<file path="src/heap_sort_engine_defines.svh">
// Assertion macros shared by the heap sort engine RTL
`ifndef HEAP_SORT_ENGINE_DEFINES_SVH
`define HEAP_SORT_ENGINE_DEFINES_SVH

// same-cycle implication, disabled while reset is high
`define HSE_ASSERT_NOW(label, clk, rst, ante, cons, msg) \
   label: assert property (@(posedge clk) disable iff (rst) (ante) |-> (cons)) \
      else $error(msg);

// next-cycle implication, disabled while reset is high
`define HSE_ASSERT_NEXT(label, clk, rst, ante, cons, msg) \
   label: assert property (@(posedge clk) disable iff (rst) (ante) |=> (cons)) \
      else $error(msg);

`endif

</file>
<file path="src/hse_pkg.sv">
// Package: types and constants of the heap sort engine
`timescale 1ns / 1ps
package hse_pkg;

   // number of cells in the sorting chain
   localparam int DEPTH = 64;
   // count width, able to hold DEPTH itself
   localparam int CNT_W = $clog2(DEPTH + 1);

   typedef logic signed [31:0] data_type;
   typedef logic [CNT_W-1:0]   cnt_type;

   // control from the sequencer to the cell chain
   typedef struct packed {
      logic    ins;   // broadcast insert of the request word
      logic    shl;   // shift the chain one cell toward the head
      cnt_type cnt;   // number of occupied cells
   } ctl_type;

endpackage

</file>
<file path="src/hse_cell.sv">
// One cell of the sorting chain: holds one element, keeps the chain ascending
`timescale 1ns / 1ps
module hse_cell (
   input  logic              clock,
   input  hse_pkg::ctl_type  ctl,
   input  logic              occ,        // this cell holds an element
   input  hse_pkg::data_type new_val,    // broadcast request word
   input  logic              prev_pos,   // insert point lies at or before previous cell
   input  hse_pkg::data_type prev_val,
   input  hse_pkg::data_type next_val,
   output logic              pos,
   output hse_pkg::data_type val
);
   import hse_pkg::*;

   data_type val_ff;
   data_type val_in;

   // new word belongs here or earlier when the cell is empty or holds a larger value
   assign pos = !occ || (new_val < val_ff);
   assign val = val_ff;

   // insert shifts larger elements one cell right; emit shifts everything left
   always_comb begin
      val_in = val_ff;
      if (ctl.ins) begin
         if (prev_pos) begin
            val_in = prev_val;
         end else if (pos) begin
            val_in = new_val;
         end
      end else if (ctl.shl) begin
         val_in = next_val;
      end
   end

   always_ff @(posedge clock) begin
      val_ff <= val_in;
   end

endmodule

</file>
<file path="config.mk">
export PLATFORM = sky130hd
export DESIGN_NAME = hse_cell
export DESIGN_NICKNAME = d
export VERILOG_FILES = /design/src/heap_sort_engine_defines.svh /design/src/hse_pkg.sv /design/src/hse_cell.sv
export SDC_FILE = /design/constraint.sdc
export NUM_CORES = 1
export LEC_CHECK = 0
export ABC_AREA = 1
export ABC_CLOCK_PERIOD_IN_PS = 5800
export BUFFER_PORTS_ARGS = -buffer_cell sky130_fd_sc_hd__buf_2
export CORE_UTILIZATION = 30
export CTS_CLUSTER_SIZE = 12
export DETAILED_ROUTE_END_ITERATION = 8
export GPL_ROUTABILITY_DRIVEN = 0
export SLEW_MARGIN = 40
export SYNTH_ARGS = -nofsm -noshare
export SYNTH_HDL_FRONTEND = slang
export SYNTH_SLANG_ARGS = --single-unit
</file>
<file path="constraint.sdc">
create_clock -name clock -period 5.8 [get_ports clock]
set_clock_uncertainty 0.15 [all_clocks]
set_input_delay 1.16 -clock clock [delete_from_list [all_inputs] [get_ports clock]]
set_output_delay 1.16 -clock clock [all_outputs]
set_load 0.03 [all_outputs]
</file>
==> After elaboration in Yosys (flattened, before gate mapping) <==
Cells that the tools add are included.
{ "totals": {"mem_bits_ro": 0, "ram_bits": 0, "memories": 0, "ff_bits": 32, "latch_bits": 0, "in_bits": 108} }
{ "op_classes": {"shifts": 0, "muxes": 4, "reduce_logical": 4, "add_sub_neg": 0, "div": 0, "bitwise_logic": 0, "magnitude_cmp": 1, "mul": 0, "eq_ne": 1} }
{ "op_table": {"columns": ["op", "n"], "rows": [
  ["$mux W32", 4],
  ["$lt A32 B32 Y1", 1],
  ["$ne A3 B1 Y1 const B", 1],
  ["$reduce_and A2 Y1", 1],
  ["$reduce_bool A2 Y1", 1],
  ["$logic_not A1 Y1", 1],
  ["$logic_or A1 B1 Y1", 1]
]} }

==> Longest topological paths before layout <==
Gate-level depths: netlist (run 1).
{ "logic_depth": {"ltp_word": 5, "depth_mapped": 16, "mapped_depth_nobuf": 16} }

==> Worst setup path after synthesis (run 1) <==
No wires, ideal clock.
{ "synth_path": {"path_type": "input -> output", "from": "input port new_val[21]", "to": "output port pos", "slack_ns": 2.205, "arrival_time_ns": 2.285, "path_stages": 9, "cell_sequence": "ha_1 > a21oi_1 > nor2_1 > nor2_1 > nand3_1 > a21oi_2 > nand2_1 > nand2_1 > nand3_1"} }
{ "synth_via": {"elab_chain_cells": 2} }
{ "synth_lines": {"columns": ["element", "line_no", "text"], "rows": [
  ["start: declaration", "hse_cell.sv:7", "input hse_pkg::data_type new_val,"],
  ["$lt A32 B32 Y1", "hse_cell.sv:20", "assign pos = !occ || (new_val < val_ff);"],
  ["$logic_or A1 B1 Y1", "hse_cell.sv:20", null],
  ["end: declaration", "hse_cell.sv:11", "output logic pos,"]
]} }
No other way between the ends.

==> Final worst setup path (run 1) <==
{ "layout_path": {"from": "input port new_val[25]", "to": "output port pos"} }
The elaborated chain is that of the path after synthesis.

==> run metrics, run 1 <==
status=completed; post-route insts no fill=549; most instantiated cells after synthesis=64 x nand2_1, 64 x o21ai_0, 42 x inv_1, 42 x nor2_1, 32 x edfxtp_1; post-DP HPWL=5.028 mm; DR pass1 iterations=4; post-route minimum period=3850 ps; H-tree depth=2; Slew @ Worst Pin=653.3 ps; Die Width=92.37 um; Final #Nets=585; Slowest cell on crit path=ha_1; drt total wl=6.774 mm; Tcrit/Tclk final=0.6638; Clk Tree Root Cell=clkbuf_8; FF-to-FF setup slack=3320 ps; reg-to-reg startpoint=val[5]; CP arrival=2540 ps; gr ovfl total=0; Via Count=2489; clk slew on worst S/H paths=60 ps; Cell Chain, Critical Path=buf_2 -> ha_1 -> a21oi_1 -> o21ai_0 -> nand2_1 -> nand3_1 -> a21oi_2 -> nand3_1 -> nand3_1 -> buf_2; number of flops mapped to enable cells by yosys=32; number of buffers added on ports=133; count of cell types in the netlist=17; synthesized cell area=2450 um^2; Fmax=0.2597 GHz; # hold bufs at CTS=0; final setup fails=0; unrepaired setup endpoints after global routing=no; Slew HR=0.5638; Hold WS=1007 ps; routed vias/inst=4.534; Hold Violations, Final=0; setup_tns=0 ps; CP Capture Point=pos; synthesized area per cell=7.728 um^2; predominant post-synthesis flop cell=edfxtp_1; initial antenna violation count=0; Cells after DPL=541; Clock Latency Late Sink=280 ps; Min-Delay Path Class=input port to register; FF/Latch Area=960.9 um^2; PwrDens=217.8 nW/um^2; Max-cap violations=0; first-pass GRT wire length=10.96 mm; core footprint=7807 um^2; total clock sinks=32; register area share after synthesis=0.3922; Post-route DRC=0; largest area contributor in the synthesized netlist=edfxtp_1; TritonCTS Buffers=5; HP Start=next_val[11]; Req. time, crit path=4490 ps; Setup crit end kind=output port; post_cts resized=0; Ports=141; worst setup path start=new_val[25]; Synth warnings=0; CTS Buffer Depth=2; vias in the first global route=2390; initial core utilization=0.3138; drt wl/cell=12.34 um; max reg flops=32; diode count=0; cell mode on critical path=nand3_1; Max FO, Critical Path=2; FP Rows=32; Peak supply drop=74.33 uV; R2R depth=14; static leakage=1.707 nW; Synth area leaders=edfxtp_1 39%, ha_1 16%, o21ai_0 13%, nand2_1 9.8%, inv_1 6.4%; CTS tree=yes; r2r endpoint=val[20]; CP Launch Type=input port; Post-Syn Nets=456; CP peak stage delay=300 ps; fillcell total=849; Multi-input gate area=1281 um^2; Pins Over Slew Limit=0; FF+latch count, synth=32; Die ar.=8531 um^2; post-route ant nets=0; Post-Synthesis Cells=317; largest net degree at the start of global routing=35; drt initial violations=80; synth-to-layout area growth=34.07%; Total GRT Usage=0.1641; layout cells sized above 1=0.3356; post-synth top area share=0.3922; Setup Buffers After CTS=0; Crit Path Category=input port to output port; asr flop ratio synth=0; Design Power=0.7153 mW; Vert. Die Dim=92.37 um
==> worst max-delay path, delay by kind of cell <==
family | cells | cell delay (ps)
AOI/OAI and AO/OA | 3 | 420
and+or+nand+nor | 4 | 350
buffers and inverters | 2 | 310
adders and majority gates | 1 | 300
==> metrics by stage <==
stage | setup WS (ps) | instance area [um^2] | utilization
2_1_floorplan | 2205 | 2450 | -
5_1_grt | 1786 | 3284 | 0.4207
4_1_cts | 1938 | 3284 | 0.4207
3_3_place_gp | 1943 | 3204 | 0.4104
3_5_place_dp | 1944 | 3204 | 0.4104
6_report | 1950 | 3284 | 0.4207
==> layout make-up <==
type	instances	area share
clock buffers	7	0.02324
inverters	43	0.04914
multi-input cells	230	0.3901
clock inverters	1	0.001143
repair buffers	134	0.2050
flip-flops and latches	32	0.2926
well taps	102	0.03886
==> worst min path at each step <==
stage | to | slack, ps | cells past startpoint
floorplan | val[0] | 1200 | 2
global placement | val[25] | 1290 | 3
detailed placement | val[25] | 1290 | 3
CTS | val[25] | 1000 | 3
global route | val[11] | 1000 | 3
finish | val[11] | 1010 | 3
==> routing by layer <==
layer | global-route usage | routed length, um
met1 | 0.2098 | 3207
met4 | 0.04948 | 106
met5 | 0 | 0
met3 | 0.03530 | 457
met2 | 0.2759 | 3003
==> cell families (layout without fill, tap and decap cells) <==
family | Yosys count | count (layout) | synth area share
AOI/OAI and AO/OA | 82 | 82 | 0.1736
adders and majority gates | 31 | 31 | 0.1583
and+or+nand+nor | 117 | 117 | 0.1910
DFF | 32 | 32 | 0.3922
buffers and inverters | 55 | 185 | 0.08478
==> cell usage in the layout, fill, tap and decap left out, types with 3 or more instances in the layout <==
cell	n
nand2_1	64
buf_2	133
o21ai_1	4
inv_1	40
clkbuf_8	5
a21oi_1	10
nor2_1	42
edfxtp_1	32
inv_2	3
o21ai_0	64
ha_1	31
a21oi_2	4
nand3_1	5
==> where the power goes <==
part	internal [mW]	leakage (nW)	switching, mW
registers	0.288	0.327	0.0122
clock network	0.0835	0.0399	0.0815
logic	0.0904	1.34	0.160
No activity file was read; power rests on OpenSTA's default activity.
==> run 2: changes to the inputs <==
--- a/config.mk
+++ b/config.mk
@@ -6,7 +6,7 @@
 export NUM_CORES = 1
 export LEC_CHECK = 0
 export ABC_AREA = 1
-export ABC_CLOCK_PERIOD_IN_PS = 5800
+export ABC_CLOCK_PERIOD_IN_PS = 3300
 export BUFFER_PORTS_ARGS = -buffer_cell sky130_fd_sc_hd__buf_2
 export CORE_UTILIZATION = 30
 export CTS_CLUSTER_SIZE = 12
==> constraint.sdc (replaced) <==
create_clock -name clock -period 3.3 [get_ports clock]
set_clock_uncertainty 0.15 [all_clocks]
set_input_delay 0.66 -clock clock [delete_from_list [all_inputs] [get_ports clock]]
set_output_delay 0.66 -clock clock [all_outputs]
set_load 0.03 [all_outputs]
==> run 2 against run 1 <==
Effect of this change: worst setup slack got worse by 1500 ps; final area is 0.69% higher; sequential cell count is the same; sequential share of layout area shrank 0.20 points; critical path depth stayed put; sequential power rose by 76%; critical path type unchanged; largest cell class unchanged; largest power group unchanged.
==> run metrics, run 2 (same netlist as run 1, synthesis figures left out) <==
status=completed; final setup fails=0 (unchanged); FP Rows=32 (unchanged); Setup Buffers After CTS=0 (unchanged); drt initial violations=69 (-14%); Cell Chain, Critical Path=buf_2 -> ha_1 -> a21oi_1 -> nor2_1 -> nor2_1 -> nand3_1 -> a21oi_2 -> nand3_1 -> nand3_1 -> buf_2; reg-to-reg startpoint=val[9]; Pins Over Slew Limit=0 (unchanged); Design Power=1.261 mW (+76%); Post-DP Area=3227 um^2 (+0.70%); Slowest cell on crit path=ha_1; post-route insts no fill=552 (+0.55%); layout cells sized above 1=0.3356 (about the same); drt total wl=6.872 mm (+1.4%); initial core utilization=0.3138 (unchanged); Post-route DRC=0 (unchanged); R2R depth=12 (-2); CTS Buffer Depth=2 (unchanged); Fmax=0.3524 GHz; gr ovfl total=0 (unchanged); PwrDens=381.3 nW/um^2 (+75%); CP Capture Point=pos; Final #Nets=588 (+0.51%); diode count=0 (unchanged); most common cell after layout, fill and taps aside=buf_2; # hold bufs at CTS=0 (unchanged); core footprint=7807 um^2 (unchanged); Slew HR=0.5924 (+0.02859); DR pass1 iterations=4 (unchanged); Die ar.=8531 um^2 (unchanged); setup slack at placement=448.1 ps (-1496 ps); vias in the first global route=2443 (+2.2%); Die Width=92.37 um (unchanged); Hold Violations, Final=0 (unchanged); Via Count=2563 (+3.0%); Slew @ Worst Pin=611.4 ps (-41.94 ps); commonest cells after routing, fill and taps aside=133 x buf_2, 64 x o21ai_0, 64 x nand2_1, 42 x inv_1, 42 x nor2_1; Max-cap violations=0 (unchanged); Clk Tree Root Cell=clkbuf_8; Ports=141 (unchanged); r2r endpoint=val[16]; Min-Delay Path Class=input port to register; sw frac=0.3546 (about the same); Total GRT Usage=0.1676 (+0.003528); largest net degree at the start of global routing=35 (unchanged); Req. time, crit path=2490 ps (-2000 ps); CP Launch Type=input port; CP arrival=2030 ps (-510 ps); number of buffers added on ports=133 (unchanged); Clock Power Share=0.230 (about the same); Cells after DPL=544 (+0.55%); fillcell total=850 (+0.12%); CTS tree=yes; final worst slack=462.0 ps (-1488 ps); post-route ant nets=0 (unchanged); P_sw=0.4472 mW (+76%); Setup crit end kind=output port; part of the power in registers=0.418 (about the same); Comb pwr share=0.352 (+0.002); Pint=0.8137 mW (+76%); Vert. Die Dim=92.37 um (unchanged); H-tree depth=2 (unchanged); Max FO, Critical Path=2 (unchanged); routed vias/inst=4.643 (+2.4%); Clock Latency Late Sink=280 ps (about the same); synth-to-layout area growth=34.98%; Peak supply drop=120.4 uV (+62%); first-pass GRT wire length=11.13 mm (+1.6%); Final Util=0.4236 (+0.002885); Tcrit/Tclk final=0.8600; total clock sinks=32 (unchanged); Hold WS=502.4 ps (-504.7 ps); clk slew on worst S/H paths=70 ps (about the same); post_cts resized=0 (unchanged); setup_tns=0 ps (unchanged); initial antenna violation count=0 (unchanged); TritonCTS Buffers=5 (unchanged); static leakage=1.724 nW (+0.96%); Crit Path Category=input port to output port; worst setup path start=new_val[21]; post-route minimum period=2838 ps; max reg flops=32 (unchanged); cell area after layout=3307 um^2 (+0.69%); unrepaired setup endpoints after global routing=no; post-DP HPWL=5.122 mm (+1.9%); drt wl/cell=12.45 um (+0.90%); CP peak stage delay=310 ps (about the same); FF-to-FF setup slack=860 ps (-2460 ps); cell mode on critical path=nand3_1
run 2: critical path, delay by kind of cell:
family          cells  cell delay, ps
compound gates      2             310
fa+ha+maj           1             310
buf+inv             2             310
simple gates        5             430
run 2: area by class of cell:
type / instances / area [um^2] / area share
Tap cell: 102 / 127.6 / 0.03859
Clock inverter: 1 / 3.754 / 0.001135
Sequential cell: 32 / 960.9 / 0.2906
Multi-Input combinational cell: 230 / 1281 / 0.3874
Timing Repair Buffer: 137 / 695.7 / 0.2104
Clock buffer: 7 / 76.32 / 0.02308
Inverter: 43 / 161.4 / 0.04881
run 2: power by group through the flow:
stage,logic (mW),clock network [mW],registers [mW]
after detailed placement,0.448,0,0.537
after global placement,0.439,0,0.535
after global routing,0.503,0.319,0.533
after floorplan,0.191,0,0.625
after CTS,0.450,0.303,0.528
final,0.444,0.290,0.527
run 2: worst min path at each step:
stage / start / endpoint / slack, ps / depth (start not counted)
after CTS: next_val[28] / val[28] / 490 / 3
after floorplan: next_val[0] / val[0] / 700 / 2
final: next_val[28] / val[28] / 500 / 3
after global placement: next_val[25] / val[25] / 790 / 3
after global routing: next_val[15] / val[15] / 500 / 3
after detailed placement: next_val[24] / val[24] / 790 / 3
run 2: metal layers:
layer	vias up	part of all wire	wire [um]	GRT usage
li1	1317	-	-	-
met1	1146	0.46	3175	0.2192
met2	96	0.46	3128	0.2784
met3	4	0.073	505	0.03530
met4	0	0.0092	63	0.04688
met5	-	0	0	0
==> run 3: changes to the inputs <==
--- a/config.mk
+++ b/config.mk
@@ -8,10 +8,13 @@
 export ABC_AREA = 1
 export ABC_CLOCK_PERIOD_IN_PS = 3300
 export BUFFER_PORTS_ARGS = -buffer_cell sky130_fd_sc_hd__buf_2
-export CORE_UTILIZATION = 30
+export CELL_PAD_IN_SITES_DETAIL_PLACEMENT = 1
+export CELL_PAD_IN_SITES_GLOBAL_PLACEMENT = 2
+export CORE_UTILIZATION = 21
 export CTS_CLUSTER_SIZE = 12
 export DETAILED_ROUTE_END_ITERATION = 8
 export GPL_ROUTABILITY_DRIVEN = 0
+export PLACE_DENSITY_LB_ADDON = 0.1
 export SLEW_MARGIN = 40
 export SYNTH_ARGS = -nofsm -noshare
 export SYNTH_HDL_FRONTEND = slang
==> run 3 against run 2 <==
Effect of this change: register-to-register slack better by 160 ps; critical path type unchanged; sequential cell count unchanged; critical endpoint unchanged; clock-buffer cell count unchanged; sequential share of layout area down 1.2 points; combinational power up 3%; worst setup slack worse by 34 ps.
==> run metrics, run 3 (same netlist as run 1, synthesis figures left out) <==
status=completed; Design Power=1.434 mW (+14%); Min-Delay Path Class=input port to register; CTS tree=yes; Crit Path Category=input port to output port; CTS Buffer Depth=2 (unchanged); gr ovfl total=0 (unchanged); Ports=141 (unchanged); routed vias/inst=4.315 (-7.1%); Pins Over Slew Limit=0 (unchanged); PwrDens=415.8 nW/um^2 (+9.1%); Setup Buffers After CTS=0 (unchanged); layout cells sized above 1=0.3400 (+0.004400); Slew @ Worst Pin=616.0 ps (+4.669 ps); TritonCTS Buffers=5 (unchanged); hold depth=3 (unchanged); commonest cells after routing, fill and taps aside=133 x buf_2, 64 x o21ai_0, 64 x nand2_1, 42 x inv_1, 42 x nor2_1; Slew HR=0.5888 (-0.003565); Top Metal Used=met4; Tcrit/Tclk final=0.8704 (+0.01040); Final #Nets=591 (+0.51%); FP Rows=39 (+22%); Die Width=110.0 um (+19%); core footprint=11370 um^2 (+46%); Setup crit end kind=output port; number of buffers added on ports=133 (unchanged); final setup fails=0 (unchanged); R2R depth=12 (unchanged); most common cell after layout, fill and taps aside=buf_2; clk slew on worst S/H paths=50 ps (-20 ps); Post-route DRC=0 (unchanged); HP Start=next_val[15]; Max-cap violations=0 (unchanged); total clock sinks=32 (unchanged); setup_tns=0 ps (unchanged); Clock Latency Late Sink=280 ps (about the same); drt wl/cell=13.89 um (+12%); Hold Violations, Final=0 (unchanged); WHS Endpoint=val[15]; initial core utilization=0.2155 (-0.09831); post-route ant nets=0 (unchanged); r2r endpoint=val[23]; Clk Tree Root Cell=clkbuf_16; static leakage=1.769 nW (+2.6%); Peak supply drop=148.5 uV (+23%); DRT met1 WL=3.820 mm (+20%); CP Launch Type=input port; wire length on met3=547 um (+8.3%); FF/Latch Area=960.9 um^2 (unchanged); drt total wl=8.279 mm (+20%); Die ar.=12100 um^2 (+42%); Vert. Die Dim=110.0 um (+19%); max reg flops=32 (unchanged); largest net degree at the start of global routing=24 (-31%); Fmax=0.3481 GHz (-1.2%); drt initial violations=54 (-22%); CP arrival=2060 ps (+30 ps); Req. time, crit path=2490 ps (about the same); Total GRT Usage=0.1409 (-0.02678); diode count=0 (unchanged); H-tree depth=2 (unchanged); initial antenna violation count=0 (unchanged); Via Count=2572 (+0.35%); final worst slack=427.6 ps (-34.32 ps); synth-to-layout area growth=40.81%; vias in the first global route=2555 (+4.6%); # hold bufs at CTS=0 (unchanged); FF-to-FF setup slack=1020 ps (+160 ps); post-DP HPWL=6.422 mm (+25%); post-route minimum period=2872 ps (+34.32 ps); DR pass1 iterations=4 (unchanged); Max FO, Critical Path=2 (unchanged); post_cts resized=0 (unchanged); Multi-input gate area=1281 um^2 (unchanged); reg-to-reg startpoint=val[21]; unrepaired setup endpoints after global routing=no; first-pass GRT wire length=12.73 mm (+14%); metal2 WL=3.822 mm (+22%); fillcell total=1452 (+71%); setup slack at placement=407.0 ps (-41.05 ps)
==> run 3: changes by cell type in the layout (fill, tap and decap cells not counted), sizes merged <==
| cell | change |
|---|---|
| buf | +3 |
==> run 3: final cells by class <==
cell class / count / share of cell area
Sequential cell: 32 / 0.2786
Clock buffer: 7 / 0.03845
Tap cell: 143 / 0.05187
Inverter: 43 / 0.04679
Multi-Input combinational cell: 230 / 0.3714
Timing Repair Buffer: 140 / 0.2118
Clock inverter: 1 / 0.001088
==> run 3: metal layers <==
metal | up-vias | global-route usage
li1 | 1324 | -
met1 | 1161 | 0.1834
met2 | 80 | 0.2375
met3 | 7 | 0.02704
met4 | 0 | 0.03714
met5 | - | 0
==> run 3: worst max path at each step <==
stage                start  endpoint  cells past startpoint
2_1_floorplan  new_val[21]    val[0]                     10
3_3_place_gp   new_val[25]       pos                     10
3_5_place_dp   new_val[15]       pos                     12
4_1_cts        new_val[25]       pos                     10
5_1_grt        new_val[19]       pos                     10
6_report       new_val[25]       pos                     10
==> run 3: where the power goes <==
group | total (mW) | internal [mW] | switching (mW)
sequential | 0.528 | 0.506 | 0.0218
combinational | 0.456 | 0.167 | 0.289
clock | 0.451 | 0.278 | 0.173
==> run 3: through the flow <==
step	instances	area (um^2)	util	hold WS, ps
finish	596	3450	0.3034	511.3
global route	596	3450	0.3034	529.0
CTS	596	3450	0.3034	504.2
detailed placement	588	3313	0.2914	794.6
global placement	588	3313	0.2914	788.8
floorplan	317	2450	-	701.2
==> run 3: critical path, cell delays in order <==
cell	delay (ps)
buf_2	110
ha_1	300
a21oi_1	180
o21ai_0	100
nand2_1	80
nand3_1	80
a21oi_2	130
nand3_1	110
nand3_1	100
buf_2	210
