[config.mk]
export PLATFORM = sky130hd
export DESIGN_NAME = hse_ctrl
export DESIGN_NICKNAME = d
export VERILOG_FILES = /design/src/hse_pkg.sv /design/src/hse_ctrl.sv
export VERILOG_INCLUDE_DIRS = /design/src /design/src/src
export SDC_FILE = /design/constraint.sdc
export NUM_CORES = 1
export LEC_CHECK = 0
export BUFFER_PORTS_ARGS = -buffer_cell sky130_fd_sc_hd__buf_2
export CAP_MARGIN = 40
export CORE_MARGIN = 2
export CORE_UTILIZATION = 45
export CTS_BUF_LIST = sky130_fd_sc_hd__clkbuf_8
export CTS_CLUSTER_SIZE = 20
export DETAILED_ROUTE_END_ITERATION = 7
export MAX_ROUTING_LAYER = met4
export PLACE_DENSITY = 0.76
export SLEW_MARGIN = 0
export SYNTH_ARGS = -nofsm -noshare
export SYNTH_HDL_FRONTEND = slang
export SYNTH_SLANG_ARGS = --single-unit
[constraint.sdc]
create_clock -name clock -period 2.79 [get_ports clock]
set_input_delay 0.1395 -clock clock [delete_from_list [all_inputs] [get_ports clock]]
set_output_delay 0.1395 -clock clock [all_outputs]
set_load 0.02 [all_outputs]
[src/heap_sort_engine_defines.svh]
// Assertion macros shared by the heap sort engine RTL
`ifndef HEAP_SORT_ENGINE_DEFINES_SVH
`define HEAP_SORT_ENGINE_DEFINES_SVH

// same-cycle implication, disabled while reset is high
`define HSE_ASSERT_NOW(label, clk, rst, ante, cons, msg) \
   label: assert property (@(posedge clk) disable iff (rst) (ante) |-> (cons)) \
      else $error(msg);

// next-cycle implication, disabled while reset is high
`define HSE_ASSERT_NEXT(label, clk, rst, ante, cons, msg) \
   label: assert property (@(posedge clk) disable iff (rst) (ante) |=> (cons)) \
      else $error(msg);

`endif

[src/hse_pkg.sv]
// Package: types and constants of the heap sort engine
`timescale 1ns / 1ps
package hse_pkg;

   // number of cells in the sorting chain
   localparam int DEPTH = 64;
   // count width, able to hold DEPTH itself
   localparam int CNT_W = $clog2(DEPTH + 1);

   typedef logic signed [31:0] data_type;
   typedef logic [CNT_W-1:0]   cnt_type;

   // control from the sequencer to the cell chain
   typedef struct packed {
      logic    ins;   // broadcast insert of the request word
      logic    shl;   // shift the chain one cell toward the head
      cnt_type cnt;   // number of occupied cells
   } ctl_type;

endpackage

[src/hse_ctrl.sv]
// Sequencer: counts stored elements, tracks drops and runs the emit phase
`timescale 1ns / 1ps
`include "heap_sort_engine_defines.svh"
module hse_ctrl (
   input  logic             clock,
   input  logic             reset,
   input  logic             req_valid,
   input  logic             req_last,
   output logic             req_ready,
   input  logic             rsp_ready,
   output logic             rsp_valid,
   output logic             last_out,
   output logic             overflowed,
   output hse_pkg::ctl_type ctl
);
   import hse_pkg::*;

   localparam logic ST_LOAD = 1'b0;
   localparam logic ST_EMIT = 1'b1;

   logic    state_ff, state_in;
   cnt_type cnt_ff, cnt_in;
   logic    drop_ff, drop_in;
   logic    acc, full;

   assign req_ready  = (state_ff == ST_LOAD);
   assign rsp_valid  = (state_ff == ST_EMIT);
   assign acc        = req_valid && req_ready;
   assign full       = (cnt_ff == CNT_W'(DEPTH));
   assign last_out   = (cnt_ff == CNT_W'(1));
   assign overflowed = drop_ff;

   assign ctl.ins = acc && !full;
   assign ctl.shl = rsp_valid && rsp_ready;
   assign ctl.cnt = cnt_ff;

   // next state
   always_comb begin
      state_in = state_ff;
      cnt_in   = cnt_ff;
      drop_in  = drop_ff;
      case (state_ff)
         ST_LOAD: begin
            if (acc) begin
               if (full) begin
                  drop_in = 1'b1;
               end else begin
                  cnt_in = cnt_ff + CNT_W'(1);
               end
               if (req_last) begin
                  state_in = ST_EMIT;
               end
            end
         end
         ST_EMIT: begin
            if (ctl.shl) begin
               cnt_in = cnt_ff - CNT_W'(1);
               if (last_out) begin
                  state_in = ST_LOAD;
                  drop_in  = 1'b0;
               end
            end
         end
         default: begin
            state_in = ST_LOAD;
         end
      endcase
   end

   always_ff @(posedge clock) begin
      if (reset) begin
         state_ff <= ST_LOAD;
         cnt_ff   <= '0;
         drop_ff  <= 1'b0;
      end else begin
         state_ff <= state_in;
         cnt_ff   <= cnt_in;
         drop_ff  <= drop_in;
      end
   end

   // checks
   `HSE_ASSERT_NOW(a_cnt_bound, clock, reset, 1'b1, cnt_ff <= CNT_W'(DEPTH),
      "element count exceeds depth")
   `HSE_ASSERT_NOW(a_emit_nonempty, clock, reset, state_ff == ST_EMIT,
      cnt_ff != '0, "emit phase with empty chain")
   `HSE_ASSERT_NEXT(a_last_start, clock, reset, acc && req_last,
      state_ff == ST_EMIT && cnt_ff != '0, "last word did not start emission")
   `HSE_ASSERT_NEXT(a_run_end, clock, reset, ctl.shl && last_out,
      state_ff == ST_LOAD && cnt_ff == '0 && !drop_ff, "run did not end cleanly")

endmodule

Word level (Yosys, flattened, before mapping)
Index checks and enable logic that the tools add are counted.

Output and inout port bits: 13. Flip-flop bits (word level): 9. Word-level logic and storage cells: 33.

Bitwise operators: 1. Reduce and logical (&&, ||, !) cells: 6. Mux-type cells: 14. Add/sub/neg operators: 2. Equal/unequal tests: 7.

Operator list (number): 7-bit 2-to-1 mux (3); 7-bit case mux with 2 select lines (1); 1-bit 2-to-1 mux (8); 7-bit by 1-bit adder with 7-bit output, second input constant (1); 7-bit by 1-bit equality test with 1-bit output, second input constant (1); 7-bit equality test, second input constant (1); 7-bit by 1-bit subtractor with 7-bit output, second input constant (1); 2-bit inequality test, second input constant (3); 2-bit by 1-bit inequality test with 1-bit output, second input constant (2); 1-bit case mux with 2 select lines (2); 4-bit AND reduction (1); 1-bit logical AND (3); 3-bit AND reduction (1); 1-bit zero test (1); 1-bit NOT (1).

Depth between registers and ports, before layout
Gate-level depths: netlist of the first run.

Depth in word-level cells: 4. Depth in mapped cells: 6. Depth with buffers taken out: 5.

Least setup slack after synthesis of the first run
Ideal clock, no wire load.

Path kind: register to register. Start point: register cnt_ff[0]. End point: register cnt_ff[4]. Buffers on the path: 1. Stages on the path, launching flop included: 7. Setup slack: 1047 ps. Arrival: 1622 ps. Setup time: 121 ps. Clock period less this slack: 1743 ps. Cells stage by stage: dfxtp_1 -> inv_1 -> ha_1 -> a41o_1 -> buf_6 -> a21oi_2 -> mux2_2.

Cells in the longest elaborated chain, start to end: 4. Elaborated cells between the ends (all ways): 9. Those cells by class: add/sub (2); eq/ne (2); mux (4); reduce/logical (1).

Ends and longest elaborated chain: from (decl) (line hse_ctrl.sv:22) `cnt_type cnt_ff, cnt_in;`; from (signal assigned) (line hse_ctrl.sv:77) `cnt_ff <= cnt_in;`; 7-bit by 1-bit adder with 7-bit output (line hse_ctrl.sv:48) `cnt_in = cnt_ff + CNT_W'(1);`; 7-bit 2-to-1 mux (line hse_ctrl.sv:45) `if (full) begin`; 7-bit 2-to-1 mux (line hse_ctrl.sv:44) `if (acc) begin`; 7-bit case mux with 2 select lines (line hse_ctrl.sv:42) `case (state_ff)`.

Several ways; a longest one is shown, not always the timed one. The select of a mux whose other input is x is not followed. A chain may end at the register's enable or synchronous reset.

Worst setup path after layout of the first run
Start point: register cnt_ff[0]. End point: register cnt_ff[3].

The elaborated chain is that of the path after synthesis.

==> impl_results.md, run 1 <==
* IO Port Bufs at 17
* Critical Path AT at 1930 ps
* Required time at the worst-slack endpoint at just under 3000 ps
* Violation count after the first detailed-routing iteration at 13
* Layout-stage area growth over the synthesis result at 19.1%
* RePlAce Congestion at 0.879
* Run status: completed
* Startpoint of the lowest-slack register-to-register path: cnt_ff[0]
* Average instance area after synthesis at about 8.5 sq um
* Diode count at 0
* Fill cell instance count of the final layout at 129
* Clock latency at the later pin of the worst-skew pair at 230 ps
* RSZ-0062 raised after global routing: no
* Highest achievable clock rate at 569 MHz
* Global-route congestion overflow total at 0
* Total of flip-flops plus latches after synthesis at 9
* Worst R2R End: cnt_ff[3]
* Post-DRT Antenna Nets at 0
* Final WL at between 1000 and 1500 microns
* Hold WS at 198 ps
* Width of the die at around 41 microns
* Vias per inst at 5.38
* Tightest Pin Transition at 439 ps
* Endpoint kind of the worst setup timing path: flop
* Clock slew seen by the registers of the worst setup and hold paths at 50 ps
* Worst hold path endpoint: rsp_valid
* Post-cts hold buffer count at 0
* Net count, final at 99
* Launch point of the worst hold path: req_last
* Instance area at placement at 687 sq um
* Count of clock tree sinks at 9
* Worst setup skew after layout at around 3.0 ps
* Number of failing hold endpoints at the final stage at 0
* Drt wl/cell at ~12 microns
* CTS H-tree lvls at 1
* Floorplan Core Area at between 1000 and 1500 sq um
* Number of remaining DRC errors at 0
* Layout cells sized above 1 at 28.1%
* Routed length on met3 at 81 microns
* Remaining max-slew budget at the tightest pin at 70.4%
* Routed via count at 559
* Y dimension of the die at 41.0 microns
* Via count of the first global-routing pass at 423
* Num rows at 13
* Maximum fanout encountered on the critical timing path at 11
* Antenna violations before repair at 0
* Warning count from the yosys run at 0
* Setup Fix Bufs, Post-CTS at 0
* Crit share post-route at 63.0%
* Die Footprint at roughly 1700 sq um
* Instance count along the most critical hold path at 3
* Ys async rst share at 0%
* Predominant post-synthesis flop cell: dfxtp_1
* Number of primary I/O pins at 18
* Critical path class: reg -> reg
* Number of synthesized flops with an enable pin at 0
* Setup TNS after final layout at 0 ps
* Number of iterations in the first detailed-routing pass at 4
* Unique cell type count in the Yosys netlist at 31
* Number of clock buffers inserted by TritonCTS at 3
* Leakage Power at about 0.35 nW
* # setup viols final at 0
* Uppermost layer routed: met4
* Mapped Nets at 81
* Global-route wire length before repair at 1880 microns
* Max clock buf depth at 2
* CTS tree: built
* Starting density of the core at a little under half
* GRT Overall Usage at 18.6%
* Synthesized instance count at 72
* Mapped Area at roughly 610 sq um
* Worst setup slack for register-to-register paths at 1030 ps
* Post-synthesis sequential area ratio at slightly below 30%
* Amount of wire on met2 after detailed routing at 569 microns
* Pin count of the biggest net entering global routing at 15
* Reported max-cap violation count at 0
* Worst-case setup slack after placement at 1030 ps
* Power per cell area at 581 nW/um^2
* Worst Setup Start Kind: flop
* Met1 WL at ~580 microns
* Min-delay worst type: in -> reg
* End-of-flow core utilization at 57.0%
* Post-cts resize count at 0
* Sum of net half-perimeters after detailed placement at 909 microns
* Maximum vdd ir drop at ~0.37 mV
* Final std cell area, no fill at 732 sq um
* Worst path setup slack after routing at 1030 ps
* Min cycle time layout at 1760 ps
* Cell count of the worst reg-to-reg path at 5
* Root buf cell: clkbuf_8
* Slew Viols, Final at 0
-- cells in the mapped netlist (2+ instances only) --
master / n / area share [%]
a21oi_1: 5 / 4.1
a21oi_2: 2 / 2.9
and3_1: 2 / 2.0
buf_6: 2 / 3.7
dfxtp_1: 9 / 29
ha_1: 4 / 8.1
inv_1: 5 / 3.1
mux2_2: 2 / 3.7
nand2_1: 2 / 1.2
nand3_1: 5 / 4.1
nor2_1: 6 / 3.7
nor2b_1: 4 / 4.1
nor3_1: 2 / 1.6
nor3b_1: 2 / 2.4
o21ai_0: 3 / 2.4
or3_1: 2 / 2.0
-- state kept, by name, indices dropped and copies added (netlist names) --
name,flops
cnt_ff,7
overflowed,1
rsp_valid,1
-- stage by stage --
stage,power (mW),cells
5_1_grt,0.457,104
3_5_place_dp,0.282,100
3_3_place_gp,0.280,100
4_1_cts,0.431,104
2_1_floorplan,0.254,72
6_report,0.426,104
-- worst max-delay path by stage --
stage                     end  slack, ps  cells past startpoint  startpoint
global placement    cnt_ff[3]       1090                      5   cnt_ff[0]
global route        cnt_ff[3]        870                      4   rsp_valid
CTS                 cnt_ff[3]       1040                      5   cnt_ff[0]
detailed placement  cnt_ff[3]       1030                      5   cnt_ff[0]
finish              cnt_ff[3]       1030                      5   cnt_ff[0]
floorplan           cnt_ff[4]       1050                      6   cnt_ff[0]
-- layout make-up --
type / count / area, sq um / area share [%]
repair buffers: 17 / 85.1 / 11.6
well taps: 15 / 18.8 / 2.56
clock buffers: 3 / 41.3 / 5.64
inverters: 5 / 18.8 / 2.56
clock inverters: 1 / 3.75 / 0.513
flip-flops and latches: 9 / 180 / 24.6
multi-input cells: 54 / 384 / 52.5
-- report_power, final --
part	total, mW	switching [mW]	internal, mW
Sequential	0.162	0.0219	0.140
Clock	0.146	0.0502	0.0957
Combinational	0.118	0.0675	0.0500
-- worst max-delay path, stage by stage, from the launching register on --
cell and delay, ps:
dfxtp_1 440, inv_1 130, ha_1 230, a41o_1 340
or4_1 500, nand2_1 70
-- cell families (layout without fill, tap and decap cells) --
| kind of cell | Yosys count | in the layout | share of synthesized area [%] |
|---|---|---|---|
| XOR/XNOR | 2 | 2 | 2.85 |
| buffers and inverters | 9 | 26 | 8.15 |
| flip-flops | 9 | 9 | 29.3 |
| AO/OA/AOI/OAI | 14 | 14 | 14.7 |
| AND/OR/NAND/NOR | 31 | 31 | 31.6 |
| adder cells (fa/ha/maj) | 4 | 4 | 8.15 |
| multiplexers | 3 | 3 | 5.30 |
-- per-layer routing --
metal	track usage, %	vias to the layer above
met5	-	-
met3	9.78	2
li1	-	292
met1	23.8	252
met4	5.00	0
met2	25.0	13
-- layout by cell type (no fill, tap or decap), types with 3 or more instances in the layout --
| master | Yosys | routed |
|---|---|---|
| clkbuf_8 | 0 | 3 |
| ha_1 | 4 | 4 |
| nor2b_1 | 4 | 4 |
| nor2_1 | 6 | 6 |
| o21ai_0 | 3 | 3 |
| buf_2 | 1 | 17 |
| nand3_1 | 5 | 5 |
| dfxtp_1 | 9 | 9 |
| a21oi_1 | 5 | 5 |
| inv_1 | 5 | 6 |
Note: power is estimated with default switching activity, not from simulation.
==> run 2, diff against run 1 <==
PLACE_DENSITY = 0.79   (was 0.76)
clock period = 1.48 ns   (was 2.79 ns; I/O delays follow)
==> run 2 against run 1 <==
  * The run now ends with setup timing left
  * Clock skew is 4.4 ps higher
  * First-iteration DRC count is 120% higher
  * Combinational power grew to 3.1 times the previous value
  * Sequential power is 85% higher
  * Register-to-register slack worse by 1000 ps
  * Final area is 28% higher
  * Hold slack worse by 67 ps
  * Global-route usage is 5.3 points higher
  * Non-clock buffer count is 14 higher
  * Critical path type is now reg -> out
==> impl_results.md, run 2 (same netlist as run 1, synthesis figures left out) <==
* Fill cell instance count of the final layout at 96 (-26%)
* Layout cells sized above 1 at 55.3% (+27 points)
* Diode count at 0 (unchanged)
* Net count, final at 113 (+14%)
* Final WL at 1750 microns (+41%)
* Count of clock tree sinks at 9 (unchanged)
* Tightest Pin Transition at 312 ps (-127 ps)
* Endpoint kind of the worst setup timing path: output pin
* Remaining max-slew budget at the tightest pin at 78.9% (+8.6 points)
* Root buf cell: clkbuf_8
* Leakage Power at 0.429 nW (+23%)
* Vias per inst at 5.75 (+7.1%)
* Hold WS at 131 ps (-67.0 ps)
* Critical Path AT at 1410 ps (-520 ps)
* Worst Setup Start Kind: flop
* Global-route wire length before repair at 2390 microns (+27%)
* Via count of the first global-routing pass at 509 (+20%)
* Leading cell type in the layout, fill and taps excluded: buf_2
* Clock latency at the later pin of the worst-skew pair at 230 ps (about the same)
* Global-route congestion overflow total at 0 (unchanged)
* Floorplan Core Area at 1280 sq um (unchanged)
* Top library cells by usage in the layout, fill and taps aside: 16 x buf_2, 15 x buf_4, 6 x nor2_1
* Number of iterations in the first detailed-routing pass at 4 (unchanged)
* IO Port Bufs at 17 (unchanged)
* Critical path class: reg -> out
* CTS tree: built
* Run status: finished, violations left
* RSZ-0062 raised after global routing: yes
* Layout-stage area growth over the synthesis result at 52.1%
* Number of primary I/O pins at 18 (unchanged)
* Number of remaining DRC errors at 0 (unchanged)
* Starting density of the core at 47.8% (unchanged)
* Crit share post-route at 100%
* Number of placed instances with taps included at 113 (+13%)
* Maximum vdd ir drop at 0.689 mV (+84%)
* Routed via count at 679 (+21%)
* Number of failing hold endpoints at the final stage at 0 (unchanged)
* RePlAce Congestion at 0.841 (-4.4%)
* Clock slew seen by the registers of the worst setup and hold paths at 50 ps (about the same)
* GRT Overall Usage at 23.9% (+5.3 points)
* Worst setup skew after layout at 7.35 ps (+4.36 ps)
* Max clock buf depth at 2 (unchanged)
* Reported max-cap violation count at 0 (unchanged)
* Y dimension of the die at 41.0 microns (unchanged)
* Worst-case setup slack after placement at -40.1 ps (-1070 ps)
* Instance area at placement at 823 sq um (+20%)
* Violation count after the first detailed-routing iteration at 28 (+15)
* Violated checks: setup timing
* Top register by number of flip-flops: cnt_ff
* Slew Viols, Final at 0 (unchanged)
* Sum of net half-perimeters after detailed placement at 1130 microns (+24%)
* Pin count of the biggest net entering global routing at 13 (-2)
* Min cycle time layout at approximately 1500 ps
* Drt wl/cell at 14.8 microns (+25%)
* Die Footprint at 1680 sq um (unchanged)
* Post-cts hold buffer count at 0 (unchanged)
* CTS H-tree lvls at 1 (unchanged)
* Antenna violations before repair at 0 (unchanged)
* Min-delay worst type: in -> reg
* Required time at the worst-slack endpoint at 1410 ps (-1560 ps)
* Power per cell area at 1010 nW/um^2 (+74%)
* Num rows at 13 (unchanged)
* Flip-flop count of the largest register, all copies and words added at 7 (unchanged)
* Width of the die at 41.0 microns (unchanged)
* Final std cell area, no fill at 935 sq um (+28%)
* Highest achievable clock rate at 672 MHz
* Maximum fanout encountered on the critical timing path at 4 (-7)
* Setup TNS after final layout at -7.06 ps (-7.06 ps)
* Worst path setup slack after routing at -7.06 ps (-1040 ps)
* # setup viols final at 1 (+1)
* Post-route insts no fill at 118 (+13%)
* Post-DRT Antenna Nets at 0 (unchanged)
* Number of clock buffers inserted by TritonCTS at 3 (unchanged)
run 2: cell types whose count changed in the layout (fill, tap and decap cells not counted), sizes merged:
| cell | before | now |
|---|---|---|
| buf | 17 | 31 |
run 2: area by class of cell:
cell class / instances / area, sq um / area share (%)
Clock buffer: 3 / 41.3 / 4.42
Clock inverter: 1 / 3.75 / 0.402
Inverter: 5 / 23.8 / 2.54
Multi-Input combinational cell: 54 / 458 / 49.0
Sequential cell: 9 / 196 / 21.0
Tap cell: 15 / 18.8 / 2.01
Timing Repair Buffer: 31 / 193 / 20.6
run 2: routing by layer:
layer	track usage, %	share of wire (%)	wire [microns]	up-vias
li1	-	-	-	319
met1	28.1	42	740	327
met2	37.9	50	869	29
met3	6.52	6.6	115	4
met4	10.0	1.2	21	0
met5	-	0	0	-
run 2: report_power, final:
group          internal [mW]  leakage, nW  switching (mW)
clock                  0.181       0.0269           0.102
sequential             0.268       0.0773          0.0320
combinational          0.174        0.325           0.186
total                  0.624        0.429           0.321
run 2: through the flow:
stage          utilization (%)  power (mW)
4_1_cts                   68.7       0.913
3_5_place_dp              64.1       0.618
5_1_grt                   72.7       0.994
3_3_place_gp              64.1       0.611
6_report                  72.7       0.945
2_1_floorplan                -       0.503
run 2: repair_timing:
action	CTS	global route
gates resized for setup	3	10
endpoints found under the setup margin	5	7
buffers inserted	0	1
pin swaps	1	4
run 2: worst paths after layout:
kind	from	endpoint	slack, ps	depth (start not counted)
setup / recovery	cnt_ff[4]	ctl[8]	-7	5
hold / removal	req_valid	overflowed	130	3
setup reg to reg	cnt_ff[4]	cnt_ff[6]	10	5
hold reg to reg	overflowed	overflowed	480	2
run 2: critical path, cell delays in order, from the launching register on:
cell and delay [ps]:
dfxtp_2 330, nor4_4 290, buf_4 190, and3_4 180, nor3b_1 40, buf_2 150
==> run 3, diff against run 2 <==
CORE_MARGIN = 5   (was 2)
SETUP_SLACK_MARGIN = 0.1   (was unset)
SLEW_MARGIN = 5   (was 0)
==> run 3 against run 2 <==
  * The run now ends clean
  * Critical path depth stayed put
  * Non-clock buffer count is 1 lower
  * Highest routed layer unchanged
  * Setup slack better by 24 ps
  * Largest cell class unchanged
  * Global-route usage is 6.8 points lower
  * First-iteration DRC count is 39% higher
  * Final cell count stayed put
  * Routed wire length is 4.0% lower
  * Clock power is 2% lower
  * Combinational power hardly changed
==> impl_results.md, run 3 (same netlist as run 1, synthesis figures left out) <==
* Endpoint kind of the worst setup timing path: flop
* Final std cell area, no fill at 936 sq um (+0.13%)
* Reported max-cap violation count at 0 (unchanged)
* Power dissipated by switching net loads at 313 uW (-2.2%)
* Violation count after the first detailed-routing iteration at 39 (+39%)
* Critical path class: reg -> reg
* Clock latency at the later pin of the worst-skew pair at 230 ps (about the same)
* Via count of the first global-routing pass at 597 (+17%)
* Global-route congestion overflow total at 0 (unchanged)
* Global-route wire length before repair at 2560 microns (+7.2%)
* Reg power frac at 32.2% (+0.4 points)
* Maximum fanout encountered on the critical timing path at 4 (unchanged)
* Root buf cell: clkbuf_8
* Number of remaining DRC errors at 0 (unchanged)
* Leakage Power at 0.430 nW (+0.19%)
* Critical Path AT at 1580 ps (+170 ps)
* Min-delay worst type: in -> reg
* Cell count of the worst reg-to-reg path at 5 (unchanged)
* Final WL at 1680 microns (-4.0%)
* Pin count of the biggest net entering global routing at 13 (unchanged)
* Layout cells sized above 1 at 56.3% (+0.97 points)
* Antenna violations before repair at 0 (unchanged)
* Vias per inst at 5.52 (-4.1%)
* RSZ-0062 raised after global routing: yes
* Worst setup skew after layout at 3.86 ps (-3.49 ps)
* Number of iterations in the first detailed-routing pass at 4 (unchanged)
* Starting density of the core at 47.2% (-0.60 points)
* Clock slew seen by the registers of the worst setup and hold paths at 50 ps (about the same)
* Power per cell area at 1010 nW/um^2 (-0.48%)
* Top register by number of flip-flops: cnt_ff
* Num rows at 13 (unchanged)
* Width of the die at 47.0 microns (+15%)
* Power share of the clock group at 29.5% (-0.5 points)
* # setup viols final at 0 (-1)
* Worst Setup Start Kind: flop
* Internal power at 628 uW (+0.61%)
* Number of primary I/O pins at 18 (unchanged)
* Layout-stage area growth over the synthesis result at 52.3%
* Run status: completed
* Die Footprint at 2200 sq um (+31%)
* Combinational group share of total power at 38.3% (about the same)
* Number of clock buffers inserted by TritonCTS at 3 (unchanged)
* Footprint of the multi-input gates at 460 sq um (+0.55%)
* CTS H-tree lvls at 1 (unchanged)
* Sw Share at 33.3% (-0.64 points)
* Diode count at 0 (unchanged)
* Instance area at placement at 808 sq um (-1.8%)
* Crit share post-route at 98.9% (-1.6 points)
* Flip-flop count of the largest register, all copies and words added at 7 (unchanged)
* Remaining max-slew budget at the tightest pin at 80.3% (+1.3 points)
* Routed via count at 651 (-4.1%)
* Power after layout at 941 uW (-0.34%)
* Instance count along the most critical hold path at 3 (unchanged)
* CTS tree: built
* IO Port Bufs at 17 (unchanged)
* Floorplan Core Area at 1300 sq um (+1.3%)
* RePlAce Congestion at 0.811 (-3.5%)
* Number of failing hold endpoints at the final stage at 0 (unchanged)
* Hold WS at 141 ps (+9.64 ps)
* Reg area at 199 sq um (+1.3%)
* Min cycle time layout at 1460 ps (-23.9 ps)
* Max clock buf depth at 2 (unchanged)
* Maximum vdd ir drop at 0.545 mV (-21%)
* Count of clock tree sinks at 9 (unchanged)
* Highest achievable clock rate at 683 MHz (+1.6%)
* Critical path origin: cnt_ff[4]
* Startpoint of the lowest-slack register-to-register path: cnt_ff[4]
* Slew Viols, Final at 0 (unchanged)
* Launch point of the worst hold path: req_valid
* Required time at the worst-slack endpoint at 1600 ps (+190 ps)
* Fill cell instance count of the final layout at 87 (-9.4%)
* Y dimension of the die at 47.0 microns (+15%)
* Drt wl/cell at 14.2 microns (-4.0%)
* Post-DRT Antenna Nets at 0 (unchanged)
* GRT Overall Usage at 17.1% (-6.8 points)
* Tightest Pin Transition at 296 ps (-15.7 ps)
* Net count, final at 113 (unchanged)
* Sum of net half-perimeters after detailed placement at 1180 microns (+4.6%)
* Top library cells by usage in the layout, fill and taps aside: 16 x buf_2, 13 x buf_4, 6 x nor2_1
* Leading cell type in the layout, fill and taps excluded: buf_2
[run 3: final timing paths]
kind                      to  slack (ps)
setup / recovery   cnt_ff[6]          20
hold / removal    overflowed         140
setup reg to reg   cnt_ff[6]          20
hold reg to reg   overflowed         480
[run 3: worst max-delay path, cell delays in order, from the launching register on]
cell     delay (ps)
dfxtp_2         330
nor4_4          280
buf_4           170
nand3_1          90
a21oi_2         170
mux2_4          320
[run 3: layout make-up]
cell class,count,area share (%)
Tap cell,15,2.01
Sequential cell,9,21.3
Clock inverter,1,0.401
Timing Repair Buffer,30,20.2
Clock buffer,3,4.41
Multi-Input combinational cell,55,49.2
Inverter,5,2.54
[run 3: repair_timing]
item / in CTS / in global routing
endpoints found under the hold margin: 0 / 0
hold buffers: 0 / 0
pin swaps: 1 / 2
cloned: 1 / 0
setup buffers: 1 / 1
setup endpoints to repair: 9 / 10
gates resized for setup: 6 / 8
[run 3: metal layers]
metal / part of all wire (%) / global-route usage (%) / vias to the layer above
met5: 0 / - / -
met2: 48 / 27.1 / 16
li1: - / - / 323
met3: 4.8 / 4.60 / 4
met1: 45 / 20.4 / 308
met4: 1.3 / 6.63 / 0
[run 3: stage by stage]
step           utilization [%]  setup slack (ps)  std cells  TNS (ps)
2_1_floorplan                -             -18.9         72     -37.3
3_3_place_gp              62.1             -11.1        111     -11.1
3_5_place_dp              62.1             -37.3        111     -40.6
4_1_cts                   68.9              12.1        117         0
5_1_grt                   71.9             -44.6        118      -150
6_report                  71.9              16.8        118         0
[run 3: power groups by stage]
| stage | clock network (mW) | registers, mW | logic, mW |
|---|---|---|---|
| 2_1_floorplan | 0 | 0.330 | 0.173 |
| 6_report | 0.278 | 0.304 | 0.360 |
| 3_3_place_gp | 0 | 0.306 | 0.299 |
| 4_1_cts | 0.281 | 0.303 | 0.338 |
| 3_5_place_dp | 0 | 0.307 | 0.306 |
| 5_1_grt | 0.298 | 0.307 | 0.389 |
